$ cat config.mk
export PLATFORM = sky130hd
export DESIGN_NAME = aes128_bidirectional_key_schedule_unit
export DESIGN_NICKNAME = d
export VERILOG_FILES = /design/src/design/aesks_pkg.sv /design/src/design/aes128_bidirectional_key_schedule_unit.sv /design/src/design/aesks_datapath.sv /design/src/design/aesks_controller.sv
export SDC_FILE = /design/constraint.sdc
export NUM_CORES = 2
export LEC_CHECK = 0
export BUFFER_PORTS_ARGS = -buffer_cell sky130_fd_sc_hd__buf_2
export CAP_MARGIN = 10
export CORE_MARGIN = 5
export CORE_UTILIZATION = 25
export DETAILED_ROUTE_END_ITERATION = 10
export PLACE_DENSITY = 0.46
export REMOVE_ABC_BUFFERS = 1
export SETUP_SLACK_MARGIN = 0.02
export SYNTH_ARGS = -nofsm -noshare
export SYNTH_HDL_FRONTEND = slang
export SYNTH_HIERARCHICAL = 1
export SYNTH_SLANG_ARGS = --single-unit
$ cat constraint.sdc
create_clock -name clk -period 8.9 [get_ports clk]
set_input_delay 1.78 -clock clk [delete_from_list [all_inputs] [get_ports clk]]
set_output_delay 1.78 -clock clk [all_outputs]
set_load 0.05 [all_outputs]
$ cat src/design/aesks_pkg.sv
`timescale 1ns / 1ps
// ----------------------------------------------------------------------------
// aesks_pkg
// Shared types, constants and byte functions for the AES-128 key schedule
// unit: S-box table, round constants and the SubWord/RotWord step.
// ----------------------------------------------------------------------------
package aesks_pkg;

	localparam int ROUND_W  = 4;
	localparam int HALF_W   = 64;
	localparam int KEY_W    = 128;
	localparam int CFG_IDX_W = 2;

	// configuration register indexes
	localparam logic [CFG_IDX_W-1:0] CFG_START_ROUND = 2'd0;
	localparam logic [CFG_IDX_W-1:0] CFG_LAST_ROUND  = 2'd1;

	localparam logic [ROUND_W-1:0] LAST_ROUND_RESET = 4'd10;

	typedef logic [KEY_W-1:0]   key_t;
	typedef logic [31:0]        word_t;
	typedef logic [ROUND_W-1:0] round_t;

	// command from controller to datapath
	typedef struct packed {
		logic   load;        // capture the supplied key
		logic   step;        // replace the working key by the next one
		logic   from_start;  // step from the saved supplied key
		logic   backward;    // step down one round instead of up
		round_t rcon_round;  // round whose constant enters the step
	} dp_cmd_t;

	localparam logic [7:0] SBOX_TAB [0:255] = '{
		8'h63,8'h7c,8'h77,8'h7b,8'hf2,8'h6b,8'h6f,8'hc5,8'h30,8'h01,8'h67,8'h2b,8'hfe,8'hd7,8'hab,8'h76,
		8'hca,8'h82,8'hc9,8'h7d,8'hfa,8'h59,8'h47,8'hf0,8'had,8'hd4,8'ha2,8'haf,8'h9c,8'ha4,8'h72,8'hc0,
		8'hb7,8'hfd,8'h93,8'h26,8'h36,8'h3f,8'hf7,8'hcc,8'h34,8'ha5,8'he5,8'hf1,8'h71,8'hd8,8'h31,8'h15,
		8'h04,8'hc7,8'h23,8'hc3,8'h18,8'h96,8'h05,8'h9a,8'h07,8'h12,8'h80,8'he2,8'heb,8'h27,8'hb2,8'h75,
		8'h09,8'h83,8'h2c,8'h1a,8'h1b,8'h6e,8'h5a,8'ha0,8'h52,8'h3b,8'hd6,8'hb3,8'h29,8'he3,8'h2f,8'h84,
		8'h53,8'hd1,8'h00,8'hed,8'h20,8'hfc,8'hb1,8'h5b,8'h6a,8'hcb,8'hbe,8'h39,8'h4a,8'h4c,8'h58,8'hcf,
		8'hd0,8'hef,8'haa,8'hfb,8'h43,8'h4d,8'h33,8'h85,8'h45,8'hf9,8'h02,8'h7f,8'h50,8'h3c,8'h9f,8'ha8,
		8'h51,8'ha3,8'h40,8'h8f,8'h92,8'h9d,8'h38,8'hf5,8'hbc,8'hb6,8'hda,8'h21,8'h10,8'hff,8'hf3,8'hd2,
		8'hcd,8'h0c,8'h13,8'hec,8'h5f,8'h97,8'h44,8'h17,8'hc4,8'ha7,8'h7e,8'h3d,8'h64,8'h5d,8'h19,8'h73,
		8'h60,8'h81,8'h4f,8'hdc,8'h22,8'h2a,8'h90,8'h88,8'h46,8'hee,8'hb8,8'h14,8'hde,8'h5e,8'h0b,8'hdb,
		8'he0,8'h32,8'h3a,8'h0a,8'h49,8'h06,8'h24,8'h5c,8'hc2,8'hd3,8'hac,8'h62,8'h91,8'h95,8'he4,8'h79,
		8'he7,8'hc8,8'h37,8'h6d,8'h8d,8'hd5,8'h4e,8'ha9,8'h6c,8'h56,8'hf4,8'hea,8'h65,8'h7a,8'hae,8'h08,
		8'hba,8'h78,8'h25,8'h2e,8'h1c,8'ha6,8'hb4,8'hc6,8'he8,8'hdd,8'h74,8'h1f,8'h4b,8'hbd,8'h8b,8'h8a,
		8'h70,8'h3e,8'hb5,8'h66,8'h48,8'h03,8'hf6,8'h0e,8'h61,8'h35,8'h57,8'hb9,8'h86,8'hc1,8'h1d,8'h9e,
		8'he1,8'hf8,8'h98,8'h11,8'h69,8'hd9,8'h8e,8'h94,8'h9b,8'h1e,8'h87,8'he9,8'hce,8'h55,8'h28,8'hdf,
		8'h8c,8'ha1,8'h89,8'h0d,8'hbf,8'he6,8'h42,8'h68,8'h41,8'h99,8'h2d,8'h0f,8'hb0,8'h54,8'hbb,8'h16
	};

	// round constant, zero for round 0 and above 10
	function automatic logic [7:0] rcon(input round_t rnd);
		logic [7:0] r;
		unique case (rnd)
			4'd1:    r = 8'h01;
			4'd2:    r = 8'h02;
			4'd3:    r = 8'h04;
			4'd4:    r = 8'h08;
			4'd5:    r = 8'h10;
			4'd6:    r = 8'h20;
			4'd7:    r = 8'h40;
			4'd8:    r = 8'h80;
			4'd9:    r = 8'h1b;
			4'd10:   r = 8'h36;
			default: r = 8'h00;
		endcase
		return r;
	endfunction

	// SubWord(RotWord(w)) xor Rcon; byte 0 of a word sits in bits 7:0
	function automatic word_t sub_rot(input word_t w, input round_t rnd);
		word_t r;
		r = {SBOX_TAB[w[7:0]], SBOX_TAB[w[31:24]], SBOX_TAB[w[23:16]], SBOX_TAB[w[15:8]]};
		return r ^ {24'd0, rcon(rnd)};
	endfunction

endpackage

$ cat src/design/aes128_bidirectional_key_schedule_unit.sv
`timescale 1ns / 1ps
// ----------------------------------------------------------------------------
// aes128_bidirectional_key_schedule_unit
// Derives the AES-128 round keys below and above one supplied round key.
// The supplied key is offered in the cycle after its transfer; each
// further round key follows in the cycle after the previous one is taken.
// Each item gives s + 1 + max(e - s, 0) results; a new item is taken only
// after the run's last result is taken; the one round step unit is shared.
// Reset clears the sequencer and loads the register reset values; no sweep.
// ----------------------------------------------------------------------------
module aes128_bidirectional_key_schedule_unit #(
	parameter int ROUND_CAP = 10
) (
	input  logic                             clk,
	input  logic                             arst_n,
	input  logic                             cfg_valid,
	output logic                             cfg_ready,
	input  logic [aesks_pkg::CFG_IDX_W-1:0]  cfg_index,
	input  logic [aesks_pkg::ROUND_W-1:0]    cfg_data,
	input  logic                             in_valid,
	output logic                             in_stall,
	input  logic [aesks_pkg::HALF_W-1:0]     start_key_low,
	input  logic [aesks_pkg::HALF_W-1:0]     start_key_high,
	output logic                             out_valid,
	input  logic                             out_stall,
	output logic [aesks_pkg::ROUND_W-1:0]    round_number,
	output logic [aesks_pkg::HALF_W-1:0]     round_key_low,
	output logic [aesks_pkg::HALF_W-1:0]     round_key_high,
	output logic                             last
);

	aesks_pkg::dp_cmd_t cmd;

	// sequencer and handshake
	aesks_controller #(
		.ROUND_CAP(ROUND_CAP)
	) u_ctrl (
		.clk         (clk),
		.arst_n      (arst_n),
		.cfg_valid   (cfg_valid),
		.cfg_ready   (cfg_ready),
		.cfg_index   (cfg_index),
		.cfg_data    (cfg_data),
		.in_valid    (in_valid),
		.in_stall    (in_stall),
		.out_valid   (out_valid),
		.out_stall   (out_stall),
		.round_number(round_number),
		.last        (last),
		.cmd         (cmd)
	);

	// key registers and step unit
	aesks_datapath u_dp (
		.clk           (clk),
		.cmd           (cmd),
		.start_key_low (start_key_low),
		.start_key_high(start_key_high),
		.round_key_low (round_key_low),
		.round_key_high(round_key_high)
	);

endmodule

$ cat src/design/aesks_datapath.sv
`timescale 1ns / 1ps
// ----------------------------------------------------------------------------
// aesks_datapath
// Working key register, saved supplied key and the one-round step unit that
// derives the next lower or next higher round key.
// ----------------------------------------------------------------------------
module aesks_datapath (
	input  logic                     clk,
	input  aesks_pkg::dp_cmd_t       cmd,
	input  logic [aesks_pkg::HALF_W-1:0] start_key_low,
	input  logic [aesks_pkg::HALF_W-1:0] start_key_high,
	output logic [aesks_pkg::HALF_W-1:0] round_key_low,
	output logic [aesks_pkg::HALF_W-1:0] round_key_high
);

	aesks_pkg::key_t  key_q;
	aesks_pkg::key_t  start_key_q;
	aesks_pkg::key_t  src;
	aesks_pkg::key_t  next_key;
	aesks_pkg::word_t q0, q1, q2, q3;
	aesks_pkg::word_t p0, p1, p2, p3;

	// pick the source key and split it into words
	assign src = cmd.from_start ? start_key_q : key_q;
	assign q0  = src[31:0];
	assign q1  = src[63:32];
	assign q2  = src[95:64];
	assign q3  = src[127:96];

	// one round step, down or up
	always_comb begin
		if (cmd.backward) begin
			p3 = q3 ^ q2;
			p2 = q2 ^ q1;
			p1 = q1 ^ q0;
			p0 = q0 ^ aesks_pkg::sub_rot(p3, cmd.rcon_round);
		end else begin
			p0 = q0 ^ aesks_pkg::sub_rot(q3, cmd.rcon_round);
			p1 = q1 ^ p0;
			p2 = q2 ^ p1;
			p3 = q3 ^ p2;
		end
		next_key = {p3, p2, p1, p0};
	end

	// load the supplied key or advance the working key
	always_ff @(posedge clk) begin
		if (cmd.load) begin
			key_q       <= {start_key_high, start_key_low};
			start_key_q <= {start_key_high, start_key_low};
		end else if (cmd.step) begin
			key_q <= next_key;
		end
	end

	assign round_key_low  = key_q[63:0];
	assign round_key_high = key_q[127:64];

endmodule

$ cat src/design/aesks_controller.sv
`timescale 1ns / 1ps
// ----------------------------------------------------------------------------
// aesks_controller
// Configuration registers, run sequencer and output handshake: walks the
// rounds down to zero, then up to the last round, one per transfer.
// ----------------------------------------------------------------------------
module aesks_controller #(
	parameter int ROUND_CAP = 10
) (
	input  logic                             clk,
	input  logic                             arst_n,
	input  logic                             cfg_valid,
	output logic                             cfg_ready,
	input  logic [aesks_pkg::CFG_IDX_W-1:0]  cfg_index,
	input  logic [aesks_pkg::ROUND_W-1:0]    cfg_data,
	input  logic                             in_valid,
	output logic                             in_stall,
	output logic                             out_valid,
	input  logic                             out_stall,
	output logic [aesks_pkg::ROUND_W-1:0]    round_number,
	output logic                             last,
	output aesks_pkg::dp_cmd_t               cmd
);

	localparam aesks_pkg::round_t MAX_R = aesks_pkg::round_t'(ROUND_CAP);

	localparam logic [1:0] ST_IDLE = 2'd0;
	localparam logic [1:0] ST_BACK = 2'd1;
	localparam logic [1:0] ST_FWD  = 2'd2;
	localparam logic [1:0] ST_LAST = 2'd3;

	logic [1:0]        state_q;
	aesks_pkg::round_t start_round_q, last_round_q;
	aesks_pkg::round_t s_cl, e_cl;
	aesks_pkg::round_t s_q, e_q;
	aesks_pkg::round_t round_q;
	aesks_pkg::round_t base, next_up, next_down;
	logic              valid_q, last_q;
	logic              accept, take, fwd_from_start;

	assign cfg_ready = 1'b1;

	// configuration registers
	always_ff @(posedge clk or negedge arst_n) begin
		if (!arst_n) begin
			start_round_q <= '0;
			last_round_q  <= aesks_pkg::LAST_ROUND_RESET;
		end else if (cfg_valid && cfg_ready) begin
			if (cfg_index == aesks_pkg::CFG_START_ROUND) start_round_q <= cfg_data;
			if (cfg_index == aesks_pkg::CFG_LAST_ROUND)  last_round_q  <= cfg_data;
		end
	end

	// clamp the configured rounds
	assign s_cl = (start_round_q > MAX_R) ? MAX_R : start_round_q;
	assign e_cl = (last_round_q  > MAX_R) ? MAX_R : last_round_q;

	assign accept = in_valid && !in_stall;
	assign take   = valid_q && !out_stall;

	// forward stepping restarts from the supplied key after the way down
	assign fwd_from_start = (round_q < s_q);
	assign base      = fwd_from_start ? s_q : round_q;
	assign next_up   = aesks_pkg::round_t'(base + 4'd1);
	assign next_down = aesks_pkg::round_t'(round_q - 4'd1);

	// datapath command
	always_comb begin
		cmd            = '0;
		cmd.load       = accept;
		cmd.step       = take && (state_q == ST_BACK || state_q == ST_FWD);
		cmd.backward   = (state_q == ST_BACK);
		cmd.from_start = (state_q == ST_FWD) && fwd_from_start;
		cmd.rcon_round = (state_q == ST_BACK) ? round_q : next_up;
	end

	// run sequencer
	always_ff @(posedge clk or negedge arst_n) begin
		if (!arst_n) begin
			state_q <= ST_IDLE;
			valid_q <= 1'b0;
			last_q  <= 1'b0;
			round_q <= '0;
			s_q     <= '0;
			e_q     <= '0;
		end else begin
			unique case (state_q)
				ST_IDLE: begin
					if (accept) begin
						valid_q <= 1'b1;
						round_q <= s_cl;
						s_q     <= s_cl;
						e_q     <= e_cl;
						if (s_cl != '0) begin
							state_q <= ST_BACK;
							last_q  <= 1'b0;
						end else if (e_cl > s_cl) begin
							state_q <= ST_FWD;
							last_q  <= 1'b0;
						end else begin
							state_q <= ST_LAST;
							last_q  <= 1'b1;
						end
					end
				end
				ST_BACK: begin
					if (take) begin
						round_q <= next_down;
						if (next_down == '0) begin
							if (e_q > s_q) begin
								state_q <= ST_FWD;
							end else begin
								state_q <= ST_LAST;
								last_q  <= 1'b1;
							end
						end
					end
				end
				ST_FWD: begin
					if (take) begin
						round_q <= next_up;
						if (next_up == e_q) begin
							state_q <= ST_LAST;
							last_q  <= 1'b1;
						end
					end
				end
				ST_LAST: begin
					if (take) begin
						state_q <= ST_IDLE;
						valid_q <= 1'b0;
						last_q  <= 1'b0;
					end
				end
				default: state_q <= ST_IDLE;
			endcase
		end
	end

	assign in_stall     = (state_q != ST_IDLE);
	assign out_valid    = valid_q;
	assign round_number = round_q;
	assign last         = last_q;

endmodule

==> results.sh <==
export IMPL_status="finished, final reports clean"
export IMPL_cp_required_ps=9250
export IMPL_gp_congestion=1.054
export IMPL_grt_max_degree=166
export IMPL_finalSetupTns_ps=0
export IMPL_post_route_period_util_pct=88.82
export IMPL_clockBufferDepth=3
export IMPL_root_buffer="clkbuf_16"
export IMPL_cts_hold_buffers=0
export IMPL_overflow=0
export IMPL_p_seq_share_pct=44.7
export IMPL_syn_area_um2=44330
export IMPL_portBuffers=273
export IMPL_grt_pass1_vias=48900
export IMPL_hold_path_class="register to register"
export IMPL_post_cts_buffers=0
export IMPL_antenna_found_initial=11
export IMPL_cts_resized=0
export IMPL_crit_arrival_ps=8260
export IMPL_peakVddDrop_mv=0.1162
export IMPL_synth_top_area_cell="edfxtp_1"
export IMPL_cell_internal_pwr_mw=2.460
export IMPL_max_freq_mhz=126.5
export IMPL_netlist_area_leader_share_pct=17.34
export IMPL_fillers=19370
export IMPL_cts_buffers=41
export IMPL_total_power_mw=3.221
export IMPL_slew_headroom_pct=11.31
export IMPL_die_y_um=431.1
export IMPL_dpl_hpwl_um=171100
export IMPL_powerDensity_nw_per_um2=66.35
export IMPL_routed_wl_um=243100
export IMPL_firstDrtPassIters=9
export IMPL_setup_viol=0
export IMPL_ios=275
export IMPL_drt_iter0_drc=9024
export IMPL_fin_skew_ps=50.88
export IMPL_clock_sinks=280
export IMPL_drive_gt1_share_pct=12.39
export IMPL_vias_per_cell=6.469
export IMPL_tightestPinTransition_ps=1325
export IMPL_power_leakage_nw=16.05
export IMPL_synth_common_cells="643 x nand2_1, 537 x nor2_1, 428 x a21oi_1"
export IMPL_clk_latency_ps=630
export IMPL_dieArea_um2=185900
export IMPL_criticalPathCategory="register to register"
export IMPL_yosysMostFrequentCell="nand2_1"
export IMPL_cap_viol_max_count=0
export IMPL_startpoint_type="register"
export IMPL_synth_cells=5998
export IMPL_grt_setup_unrepaired="no"
export IMPL_sw_frac_of_total_pct=23.64
export IMPL_postRouteAntennaNets=0
export IMPL_period_needed_ps=7905
export IMPL_synthTopCellsByArea="edfxtp_1 17%, nand2_1 5.4%, mux2i_1 4.9%"
export IMPL_clkTransAtPathRegs_ps=60
export IMPL_num_vias=53070
export IMPL_async_flop_share_pct=8.571
export IMPL_area_growth_pct=9.500
export IMPL_hold_viol_final=0
export IMPL_cp_max_fo=24
export IMPL_die_w_um=431.1
export IMPL_post_route_drc_count=0
export IMPL_switchingPower_mw=0.7616
export IMPL_ys_ff_latch=280
export IMPL_grt_total_usage_pct=24.42
export IMPL_fp_row_count=154
export IMPL_initial_core_util_pct=25.15
export IMPL_synth_distinct_cells=117
export IMPL_routedWlPerCell_um=29.63
export IMPL_yosysWarningCount=6
export IMPL_critPathCaptureType="register"
export IMPL_pwr_share_clk_pct=52.2
export IMPL_core_area_um2=176300
export IMPL_synth_edf_count=256
export IMPL_r2r_cells=16
export IMPL_ys_flop_type="edfxtp_1"
export IMPL_ys_seq_area_share_pct=18.70
export IMPL_final_nets=6106
export IMPL_final_max_slew_viol_count=0
export IMPL_combPwrFrac_pct=3.1
export IMPL_cts_tree="yes"
export IMPL_hold_depth=2
export IMPL_cts_htree_levels=2
export IMPL_grt_pass1_wl_um=349400
export IMPL_syn_avg_cell_area_um2=7.391
-- power groups by stage --
| stage | Combinational, mW | Clock, mW | Sequential (mW) |
|---|---|---|---|
| after CTS | 0.101 | 1.73 | 1.44 |
| after global routing | 0.108 | 1.79 | 1.44 |
| final | 0.0992 | 1.68 | 1.44 |
| after floorplan | 0.0290 | 0 | 1.47 |
| after global placement | 0.0984 | 0 | 1.47 |
| after detailed placement | 0.100 | 0 | 1.47 |
-- metrics by stage --
step | setup WS [ps] | cells | hold slack, ps | util, % | cell area, um2
floorplan | -21660 | 5354 | 449.8 | - | 41330
global route | 835.0 | 8203 | 528.6 | 27.53 | 48540
detailed placement | 1307 | 8128 | 488.5 | 26.77 | 47200
finish | 994.7 | 8204 | 496.8 | 27.53 | 48540
global placement | 1272 | 8128 | 487.1 | 26.77 | 47200
CTS | 1275 | 8200 | 500.8 | 27.53 | 48530
-- state kept, by name (all words and copies together), names as in the netlist --
name                  count
u_ctrl/e_q                4
u_ctrl/last               1
u_ctrl/last_round_q       4
u_ctrl/out_valid          1
u_ctrl/round_number       4
u_ctrl/s_q                4
u_ctrl/start_round_q      4
u_ctrl/state_q            2
u_dp/key_q              128
u_dp/start_key_q        128
-- final timing paths --
path	start	to	slack (ps)
max reg2reg	u_ctrl/round_number[3]$_DFFE_PN0P_	u_dp/key_q[25]$_DFFE_PP_	990
min in group asynchronous	arst_n	u_ctrl/out_valid$_DFFE_PN0P_	1170
max in group asynchronous	arst_n	u_ctrl/e_q[3]$_DFFE_PN0P_	7340
max	u_ctrl/round_number[3]$_DFFE_PN0P_	u_dp/key_q[25]$_DFFE_PP_	990
min reg2reg	u_ctrl/s_q[3]$_DFFE_PN0P_	u_ctrl/s_q[3]$_DFFE_PN0P_	500
min	u_ctrl/s_q[3]$_DFFE_PN0P_	u_ctrl/s_q[3]$_DFFE_PN0P_	500
-- cell families after synthesis --
family,after synthesis,synth area share (%)
other cells,1,0.008459
xor+xnor,270,5.580
simple gates,1997,20.63
buf+inv,743,7.629
mux,329,8.645
compound gates,2242,34.97
flops,280,18.70
fa+ha+maj,136,3.838
-- per-layer routing --
layer | global-route usage, % | wire (um) | vias to the layer above
li1 | - | - | 22770
met1 | 31.17 | 93500 | 25400
met2 | 38.38 | 106400 | 3983
met3 | 4.557 | 24460 | 905
met4 | 14.58 | 18650 | 8
met5 | 0 | 55 | -
-- critical path, stage by stage (launching register included) --
cell and delay (ps):
dfrtp_1 420, inv_1 80, ha_1 320, o21ba_2 240, nor2_1 500, nor2b_4 160
inv_4 500, mux2i_4 960, clkinv_1 980, ha_1 760, nand2_1 370, a311oi_1 170
a311oi_1 430, nor3_1 120, o311ai_0 1070, nor4bb_1 400, nor3_1 100
-- layout by cell type, fill, tap and decap left out, types with 30 or more instances in the layout --
cell,synthesis,layout
nand2_1,643,643
nor2_1,537,536
a21oi_1,428,428
o21ai_0,426,425
buf_2,232,273
edfxtp_1,256,256
nand3_1,226,226
nor3_1,222,222
mux2i_1,217,195
xnor2_1,188,185
buf_4,35,157
a211oi_1,139,139
ha_1,136,135
o211ai_1,133,133
a31oi_1,131,131
a311oi_1,116,116
o311ai_0,95,95
xor2_1,73,73
inv_1,75,72
a221oi_1,70,70
mux2_2,65,65
o31ai_1,65,65
o22ai_1,57,57
o221ai_1,52,52
and2_1,47,47
nand2b_1,46,46
clkbuf_16,0,43
o21ai_1,44,43
and3_1,43,43
or3_1,41,41
a32oi_1,39,39
o2111ai_1,38,38
a2111oi_0,37,37
nor4_1,36,36
mux2i_4,15,33
o21a_1,30,30
a211o_1,30,30
-- cell type report --
type	count	area, um2	area share (%)
clock buffer	52	1130	2.327
clock inverter	20	209.0	0.4304
sequential	280	8290	17.08
tap	2340	2928	6.031
timing repair buffer	434	2625	5.407
antenna	4	10.01	0.02062
inverter	99	389.1	0.8016
multi-input combinational	4975	32960	67.90
Note: power is estimated with default switching activity, not from simulation.
